**config.mk**
```make
export PLATFORM = sky130hd
export DESIGN_NAME = enp_arith
export DESIGN_NICKNAME = d
export VERILOG_FILES = /design/src/rtl/enp_pkg.sv /design/src/rtl/enp_arith.sv
export SDC_FILE = /design/constraint.sdc
export NUM_CORES = 2
export LEC_CHECK = 0
export BUFFER_PORTS_ARGS = -buffer_cell sky130_fd_sc_hd__clkbuf_2
export CAP_MARGIN = 20
export CORE_MARGIN = 2
export CORE_UTILIZATION = 50
export CTS_CLUSTER_DIAMETER = 100
export DETAILED_ROUTE_END_ITERATION = 8
export HOLD_SLACK_MARGIN = 0.15
export PLACE_DENSITY = 0.66
export SETUP_SLACK_MARGIN = 0.15
export SLEW_MARGIN = 0
export SYNTH_ARGS = -nofsm -noshare
export SYNTH_HDL_FRONTEND = slang
export SYNTH_SLANG_ARGS = --single-unit
```
**constraint.sdc**
```tcl
create_clock -name clock -period 20.9 [get_ports clock]
set_input_delay 1.045 -clock clock [delete_from_list [all_inputs] [get_ports clock]]
set_output_delay 1.045 -clock clock [all_outputs]
set_load 0.01 [all_outputs]
```
**src/rtl/enp_pkg.sv**
```systemverilog
// shared constants, types and saturating helpers for the ellipse nearest point core
package enp_pkg;

   // default configuration of the core
   localparam int MAX_ITERATIONS_DEFAULT = 32;
   localparam int FRACTION_BITS_DEFAULT  = 16;

   // internal Q32.32 constants
   localparam logic signed [63:0] QLIM = 64'sh7FFF_FFFF_FFFF_FFFF;
   localparam logic signed [63:0] QONE = 64'sh0000_0001_0000_0000;
   localparam logic signed [63:0] QTWO = 64'sh0000_0002_0000_0000;
   localparam logic signed [63:0] QEPS = 64'sh0000_0000_0000_0004;
   localparam logic [63:0]        ULIM = 64'h7FFF_FFFF_FFFF_FFFF;
   localparam logic [31:0]        M32  = 32'hFFFF_FFFF;

   // operations of the shared arithmetic unit
   typedef enum logic [2:0] {
      AOP_MUL  = 3'b001,
      AOP_DIV  = 3'b010,
      AOP_SQRT = 3'b100
   } arith_op_type;

   // request from the sequencer to the arithmetic unit
   typedef struct packed {
      logic         start;
      arith_op_type op;
   } arith_req_type;

   // configuration register indexes
   typedef enum logic [2:0] {
      CSR_CENTER_X     = 3'd0,
      CSR_CENTER_Y     = 3'd1,
      CSR_AXIS_COS     = 3'd2,
      CSR_AXIS_SIN     = 3'd3,
      CSR_MAJOR_RADIUS = 3'd4,
      CSR_MINOR_RADIUS = 3'd5
   } csr_index_type;

   // magnitude of a Q32.32 value
   function automatic logic [63:0] mag(input logic signed [63:0] a);
      return a[63] ? 64'(-a) : 64'(a);
   endfunction

   // add with symmetric saturation to +-QLIM
   function automatic logic signed [63:0] addsat(input logic signed [63:0] a,
                                                 input logic signed [63:0] b);
      logic signed [64:0] s;
      logic signed [64:0] hi;
      hi = 65'(QLIM);
      s  = 65'(a) + 65'(b);
      if (s > hi) begin
         return QLIM;
      end else if (s < -hi) begin
         return -QLIM;
      end
      return s[63:0];
   endfunction

endpackage

```
**src/rtl/enp_arith.sv**
```systemverilog
// shared multi-cycle unit: saturating Q32.32 multiply, divide and the distance square root
module enp_arith #(
   parameter int FRACTION_BITS = enp_pkg::FRACTION_BITS_DEFAULT
) (
   input  logic                   clock,
   input  logic                   reset,
   input  enp_pkg::arith_req_type req,
   input  logic signed [63:0]     opa,
   input  logic signed [63:0]     opb,
   output logic                   done,
   output logic signed [63:0]     res
);
   import enp_pkg::*;

   localparam int QSHIFT = 32 - FRACTION_BITS;

   typedef enum logic [6:0] {
      A_IDLE = 7'b0000001,
      A_MUL  = 7'b0000010,
      A_DCHK = 7'b0000100,
      A_DIV  = 7'b0001000,
      A_SQM  = 7'b0010000,
      A_SQRT = 7'b0100000,
      A_FIN  = 7'b1000000
   } astate_type;

   astate_type         state_ff, state_in;
   logic [63:0]        x_ff, x_in;
   logic [63:0]        y_ff, y_in;
   logic               neg_ff, neg_in;
   logic               nsgn_ff, nsgn_in;
   logic [63:0]        acc_ff, acc_in;
   logic [63:0]        r_ff, r_in;
   logic [65:0]        lo_ff, lo_in;
   logic [63:0]        pp_ff, pp_in;
   logic [6:0]         cnt_ff, cnt_in;
   logic               done_ff, done_in;
   logic signed [63:0] res_ff, res_in;

   logic [31:0] mul_a, mul_b;
   logic [64:0] r65, diff65;
   logic [36:0] rem37, trial37;
   logic [63:0] qn;
   logic [32:0] root_n;

   // add two magnitudes, capped at the saturation limit
   function automatic logic [63:0] ucap(input logic [63:0] a, input logic [63:0] b);
      logic [64:0] s;
      s = {1'b0, a} + {1'b0, b};
      return (s > {1'b0, ULIM}) ? ULIM : s[63:0];
   endfunction

   always_comb begin
      state_in = state_ff;
      x_in     = x_ff;
      y_in     = y_ff;
      neg_in   = neg_ff;
      nsgn_in  = nsgn_ff;
      acc_in   = acc_ff;
      r_in     = r_ff;
      lo_in    = lo_ff;
      cnt_in   = cnt_ff;
      done_in  = 1'b0;
      res_in   = res_ff;
      mul_a    = x_ff[31:0];
      mul_b    = y_ff[31:0];
      r65      = {r_ff, lo_ff[65]};
      diff65   = r65 - {1'b0, y_ff};
      rem37    = {r_ff[34:0], lo_ff[65:64]};
      trial37  = {acc_ff[34:0], 2'b01};
      qn       = acc_ff;
      root_n   = acc_ff[32:0];

      unique case (state_ff)
         A_IDLE: begin
            if (req.start) begin
               neg_in  = opa[63] ^ opb[63];
               nsgn_in = opa[63];
               cnt_in  = '0;
               acc_in  = '0;
               x_in    = mag(opa);
               y_in    = mag(opb);
               unique case (req.op)
                  AOP_MUL: state_in = A_MUL;
                  AOP_DIV: state_in = A_DCHK;
                  AOP_SQRT: begin
                     x_in     = mag(opa) >> QSHIFT;
                     y_in     = mag(opb) >> QSHIFT;
                     neg_in   = 1'b0;
                     state_in = A_SQM;
                  end
                  default: state_in = A_IDLE;
               endcase
            end
         end

         // four 32x32 partial products, high first, each registered and accumulated in the following cycle
         A_MUL: begin
            case (cnt_ff)
               7'd0: begin
                  mul_a = x_ff[63:32];
                  mul_b = y_ff[63:32];
               end
               7'd1: begin
                  mul_a = x_ff[31:0];
                  mul_b = y_ff[63:32];
               end
               7'd2: begin
                  mul_a = x_ff[63:32];
                  mul_b = y_ff[31:0];
               end
               default: begin
                  mul_a = x_ff[31:0];
                  mul_b = y_ff[31:0];
               end
            endcase
            case (cnt_ff) inside
               7'd1: acc_in = (pp_ff >= 64'h8000_0000) ? ULIM : {pp_ff[31:0], 32'h0};
               [7'd2:7'd3]: acc_in = ucap(acc_ff, pp_ff);
               7'd4: begin
                  acc_in   = ucap(acc_ff, {32'h0, pp_ff[63:32]});
                  state_in = A_FIN;
               end
               default: ;
            endcase
            cnt_in = cnt_ff + 7'd1;
         end

         // zero divisor and quotient overflow
         A_DCHK: begin
            if (y_ff == '0) begin
               acc_in   = (x_ff == '0) ? '0 : ULIM;
               neg_in   = nsgn_ff;
               state_in = A_FIN;
            end else if ({32'h0, x_ff[63:32]} >= y_ff) begin
               acc_in   = ULIM;
               state_in = A_FIN;
            end else begin
               r_in     = {32'h0, x_ff[63:32]};
               lo_in    = {x_ff[31:0], 34'h0};
               acc_in   = '0;
               cnt_in   = '0;
               state_in = A_DIV;
            end
         end

         // restoring division, one quotient bit a cycle
         A_DIV: begin
            if (r65 >= {1'b0, y_ff}) begin
               r_in = diff65[63:0];
               qn   = {acc_ff[62:0], 1'b1};
            end else begin
               r_in = r65[63:0];
               qn   = {acc_ff[62:0], 1'b0};
            end
            lo_in  = {lo_ff[64:0], 1'b0};
            cnt_in = cnt_ff + 7'd1;
            if (cnt_ff == 7'd63) begin
               acc_in   = qn[63] ? ULIM : qn;
               state_in = A_FIN;
            end else begin
               acc_in = qn;
            end
         end

         // squares of the two deltas and their sum
         A_SQM: begin
            case (cnt_ff)
               7'd0: begin
                  mul_a = x_ff[31:0];
                  mul_b = x_ff[31:0];
                  if ((|x_ff[63:32]) || (|y_ff[63:32])) begin
                     acc_in   = {32'h0, M32};
                     state_in = A_FIN;
                  end
                  cnt_in = cnt_ff + 7'd1;
               end
               7'd1: begin
                  mul_a  = y_ff[31:0];
                  mul_b  = y_ff[31:0];
                  lo_in  = {2'b00, pp_ff};
                  cnt_in = cnt_ff + 7'd1;
               end
               default: begin
                  lo_in    = lo_ff + {2'b00, pp_ff};
                  r_in     = '0;
                  acc_in   = '0;
                  cnt_in   = '0;
                  state_in = A_SQRT;
               end
            endcase
         end

         // digit-by-digit square root, two radicand bits a cycle
         A_SQRT: begin
            if (rem37 >= trial37) begin
               r_in   = {27'h0, 37'(rem37 - trial37)};
               root_n = {acc_ff[31:0], 1'b1};
            end else begin
               r_in   = {27'h0, rem37};
               root_n = {acc_ff[31:0], 1'b0};
            end
            lo_in  = {lo_ff[63:0], 2'b00};
            cnt_in = cnt_ff + 7'd1;
            if (cnt_ff == 7'd32) begin
               acc_in   = root_n[32] ? {32'h0, M32} : {31'h0, root_n};
               state_in = A_FIN;
            end else begin
               acc_in = {31'h0, root_n};
            end
         end

         A_FIN: begin
            res_in   = neg_ff ? signed'(64'(-acc_ff)) : signed'(acc_ff);
            done_in  = 1'b1;
            state_in = A_IDLE;
         end

         default: state_in = A_IDLE;
      endcase

      pp_in = 64'(mul_a) * 64'(mul_b);
   end

   // control state
   always_ff @(posedge clock) begin
      if (reset) begin
         state_ff <= A_IDLE;
         done_ff  <= 1'b0;
      end else begin
         state_ff <= state_in;
         done_ff  <= done_in;
      end
   end

   // datapath
   always_ff @(posedge clock) begin
      x_ff    <= x_in;
      y_ff    <= y_in;
      neg_ff  <= neg_in;
      nsgn_ff <= nsgn_in;
      acc_ff  <= acc_in;
      r_ff    <= r_in;
      lo_ff   <= lo_in;
      pp_ff   <= pp_in;
      cnt_ff  <= cnt_in;
      res_ff  <= res_in;
   end

   assign done = done_ff;
   assign res  = res_ff;

endmodule
```
# [Yosys cells after proc, flatten, opt, wreduce, memory -nomap -nowiden]
# Index checks and enable logic that the tools add are counted.
[classes] n_eq_ne=29 reduce_logical=21 bitwise_logic=1 n_addsub=9 n_mul=1 n_mux=64 order_cmp=8
[op_table] cell="64-bit 2-to-1 mux" n=17
[op_table] cell="64-bit one-hot mux with 6 select lines" n=1
[op_table] cell="66-bit one-hot mux with 4 select lines" n=1
[op_table] cell="64-bit one-hot mux with 4 select lines" n=1
[op_table] cell="63-bit 2-to-1 mux" n=4
[op_table] cell="64-bit negation" n=3
[op_table] cell="32-bit 2-to-1 mux" n=5
[op_table] cell="66-bit 2-to-1 mux" n=2
[op_table] cell="66-bit one-hot mux with 2 select lines" n=1
[op_table] cell="65-bit by 63-bit greater-than comparator with 1-bit output, second input constant" n=2
[op_table] cell="64-bit zero test" n=2
[op_table] cell="32-bit one-hot mux with 2 select lines" n=2
[op_table] cell="64-bit one-hot mux with 2 select lines" n=1
[op_table] cell="48-bit 2-to-1 mux" n=2
[op_table] cell="7-bit 2-to-1 mux" n=13
[op_table] cell="66-bit by 64-bit adder with 66-bit output" n=1
[op_table] cell="33-bit 2-to-1 mux" n=2
[op_table] cell="64-bit by 32-bit adder with 65-bit output" n=1
[op_table] cell="64-bit by 64-bit adder with 65-bit output" n=1
[op_table] cell="65-bit by 64-bit >= comparator with 1-bit output" n=1
[op_table] cell="32-bit by 64-bit >= comparator with 1-bit output" n=1
[op_table] cell="64-bit by 32-bit >= comparator with 1-bit output, second input constant" n=1
[op_table] cell="32-bit by 32-bit multiplier with 64-bit output" n=1
[op_table] cell="32-bit OR reduction" n=2
[op_table] cell="40 further kinds" n=65
[word_totals] ff_bits=467 wordCells=147 output_inout_bits=65

# [Longest topological paths before layout]
[depth] depth_word=7 ltp_mapped=39 mapped_depth_nobuf=36

# [Worst setup path before layout]
# Ideal clock, no wire load.
[synth_timing] path_type="register to register" from="register cnt_ff[2]" to="register pp_ff[56]" setup_ps=72 t_arrival_ps=10023 n_path_buf=3 setup_slack_ps=10805 path_stages_with_launch=35 path_cell_list="edfxtp_1 > nor3_1 > nor3b_1 > nand2_1 > o21ai_0 > clkbuf_1 > clkbuf_1 > a21oi_1 > a221oi_1 > clkbuf_1 > nor2_1 > fa_1 > fa_1 > fa_1 > inv_1 > fa_1 > inv_1 > fa_1 > inv_1 > fa_1 > inv_1 > fa_1 > fa_1 > ha_1 > a21o_1 > a21o_1 > a21o_1 > a221oi_1 > a2111oi_0 > o31ai_1 > nor3_1 > o21a_1 > a21o_1 > a311oi_1 > xnor2_1"
[synth_between] elab_chain_cells=5 word_cells_on_any_way=12 cone_classes="mul: 1; eq/ne: 2; mux: 6; reduce/logical: 3"
[synth_rtl] item="start, declared" line_no="enp_arith.sv:36" text="logic [6:0] cnt_ff, cnt_in;"
[synth_rtl] item="start signal, assigned" line_no="enp_arith.sv:246" text="cnt_ff <= cnt_in;"
[synth_rtl] item="7-bit by 2-bit equality test with 1-bit output (tied with other cells)" line_no="enp_arith.sv:99" text="case (cnt_ff)"
[synth_rtl] item="2-bit OR reduction (no source line)"
[synth_rtl] item="32-bit 2-to-1 mux" line_no="enp_arith.sv:99"
[synth_rtl] item="32-bit one-hot mux with 2 select lines" line_no="enp_arith.sv:74" text="unique case (state_ff)"
[synth_rtl] item="32-bit by 32-bit multiplier with 64-bit output (*)" line_no="enp_arith.sv:222" text="pp_in = 64'(mul_a) * 64'(mul_b);"
[synth_rtl] item="via pp_in[56]" line_no="enp_arith.sv:35" text="logic [63:0] pp_ff, pp_in;"
[synth_rtl] item="end signal, assigned" line_no="enp_arith.sv:245" text="pp_ff <= pp_in;"
[synth_rtl] item="end, declared" line_no="enp_arith.sv:35"
# The timed path passes the listed nets; every way through them passes the cells marked *.
# A chain may end at the register's enable or synchronous reset.

# [Worst setup path in the final report]
# Same ends and word-level chain as after synthesis.

==> results.sh <==
export IMPL_status="completed"
export IMPL_async_flop_share_pct=0
export IMPL_drc_errors=0
export IMPL_wl_met1_um=113900
export IMPL_path_delay_family="adder cells"
export IMPL_area_growth_pct=7.597
export IMPL_mostFrequentLayoutCell="inv_1"
export IMPL_port_buffers=198
export IMPL_die_h_um=387.8
export IMPL_required_ns=21.49
export IMPL_h_tree_depth=2
export IMPL_layout_nets=10068
export IMPL_hold_class="register to register"
export IMPL_grt_use_total_pct=38.63
export IMPL_cts_sinks=467
export IMPL_yosysWarningCount=0
export IMPL_cp_common_cell="fa_1"
export IMPL_dieArea_um2=150400
export IMPL_finalSetupTns_ns=0
export IMPL_start_util_pct=50.48
export IMPL_period_share_pct=57.77
export IMPL_clk_latency_ns=0.67
export IMPL_drt_pass1_iter_count=7
export IMPL_synth_cells=8486
export IMPL_relSlewSlack_pct=19.11
export IMPL_cts_tree="built"
export IMPL_drive_gt1_share_pct=7.351
export IMPL_io_pins=199
export IMPL_drt_iter0_markers=7535
export IMPL_yosysSeqAreaShare_pct=18.06
export IMPL_clkTransAtPathRegs_ns=0.07
export IMPL_synth_area_um2=73650
export IMPL_cts_inserted_buffers=54
export IMPL_clock_path_buffers=3
export IMPL_gp_congestion=1.044
export IMPL_ys_seq_elements=467
export IMPL_drt_wl_total_um=295200
export IMPL_post_cts_buffers=0
export IMPL_syn_nets=10083
export IMPL_cap_violations=0
export IMPL_met2_length_um=123600
export IMPL_antenna_left=0
export IMPL_worst_setup_path_type="register to register"
export IMPL_mostFrequentLayoutCells="1091 x inv_1, 917 x nor2_1, 900 x fa_1"
export IMPL_fin_skew_ns=0.03154
export IMPL_endpoint_kind="register"
export IMPL_dr_max_layer_used="met5"
export IMPL_cts_root_buf="clkbuf_16"
export IMPL_grt_pass1_vias=66058
export IMPL_core_um2=145900
export IMPL_crit_buf_inv=3
export IMPL_holdBufCountCts=0
export IMPL_grt_max_degree=88
export IMPL_grt_overflow_total=0
export IMPL_arrival_ns=12.67
export IMPL_hold_viol=0
export IMPL_synth_edf_count=395
export IMPL_wl_per_cell_um=28.28
export IMPL_synth_flop_cell="edfxtp_1"
export IMPL_vias=66903
export IMPL_rows=140
export IMPL_rsz0062_at_grt="no"
export IMPL_die_x_um=387.8
export IMPL_slowest_stage="a2111oi_0"
export IMPL_setup_viol=0
export IMPL_period_minus_slack_ns=12.07
export IMPL_worst_pin_slew_ns=1.183
export IMPL_crit_fanout=61
export IMPL_slew_viol_final=0
export IMPL_viasPerCell=6.409
export IMPL_start_kind="register"
export IMPL_grt_pass1_wl_um=432900
export IMPL_syn_mean_instance_area_um2=8.680
export IMPL_worst_path_largest_cell_delay_ns=0.93
export IMPL_post_cts_resize_count=0
export IMPL_netlist_cell_type_count=86
export IMPL_grt_antenna_before_repair=23
export IMPL_dp_hpwl_um=229900
export IMPL_max_freq_ghz=0.08283
export IMPL_dr_wl_met3_um=36630
[stage by stage]
stage          area, um^2  std cells  util [%]  worst slack, ns  hold slack (ns)
3_5_place_dp        77360      10329     53.01            9.216           0.5766
5_1_grt             79240      10434     54.30            8.457           0.6173
3_3_place_gp        77350      10328     53.01            9.153           0.5513
4_1_cts             79210      10430     54.28            9.208           0.5834
2_1_floorplan       73650       8486         -            10.80           0.4946
6_report            79250      10439     54.31            8.827           0.5872
[synthesized netlist by cell type (all sizes together) (66+ instances only)]
library cell  number  area share (%)
nand2            819             4.2
xor2             218             2.6
a21o             198             2.0
nor2             920             4.7
xnor2            282             3.4
nor3              83            0.56
inv             1091             5.6
a21oi            439             3.0
nand4             89            0.76
a221oi            86             1.0
clkbuf           428             2.2
nor4              73            0.62
fa               900              24
nand3            120            0.82
dfxtp             72             2.0
a221o             70            0.95
edfxtp           395              16
mux2i            121             1.6
o31ai             69            0.70
ha               563             9.6
o21ai            450             3.1
and2              66            0.56
[worst paths after layout]
check                   end      start  slack [ns]  cells past startpoint
setup / recovery  pp_ff[56]  cnt_ff[2]        8.83                     29
hold / removal     r_ff[62]   r_ff[61]        0.59                      2
setup reg to reg  pp_ff[56]  cnt_ff[2]        8.83                     29
hold reg to reg    r_ff[62]   r_ff[61]        0.59                      2
[layout make-up]
type,instances,area (um^2)
clock inverters,37,380.4
diodes,6,15.01
repair buffers,379,2349
inverters,1091,4095
clock buffers,64,1473
fillers,13569,66670
flip-flops and latches,467,13300
well taps,1917,2399
multi-input cells,6478,55240
[sequential cells by signal, summed over array words and instances, names as in the netlist]
signal / count
acc_ff: 64
cnt_ff: 7
done: 1
lo_ff: 66
neg_ff: 1
nsgn_ff: 1
pp_ff: 64
r_ff: 64
res: 64
state_ff: 7
x_ff: 64
y_ff: 64
[worst reg2reg max path: cells and delay by family, from the launching register on]
| family | cells | cell delay (ns) |
|---|---|---|
| DFF | 1 | 0.50 |
| adders and majority gates | 9 | 4.48 |
| and+or+nand+nor | 5 | 1.95 |
| xor gates and xnor gates | 1 | 0.15 |
| buffers and inverters | 3 | 1.23 |
| AOI/OAI and AO/OA | 11 | 3.68 |
[metal layers]
layer,GRT usage (%),up-vias
met4,21.75,40
li1,-,28992
met5,0,-
met1,49.77,32855
met2,56.91,3983
met3,12.85,1033
[kinds of logic (layout without fill, tap and decap cells)]
| kind of cell | Yosys count | count (layout) | synth area share, % |
|---|---|---|---|
| fa+ha+maj | 1463 | 1463 | 34.03 |
| flops | 467 | 467 | 18.06 |
| mux | 146 | 146 | 2.027 |
| other cells | 0 | 6 | 0 |
| simple gates | 2475 | 2475 | 15.04 |
| buf+inv | 1541 | 1571 | 7.889 |
| xor+xnor | 500 | 500 | 5.946 |
| compound gates | 1894 | 1894 | 17.01 |
Power is left out: the tool's default activity adds up to more than one toggle a clock period on the data nets, which glitch-free logic cannot reach.
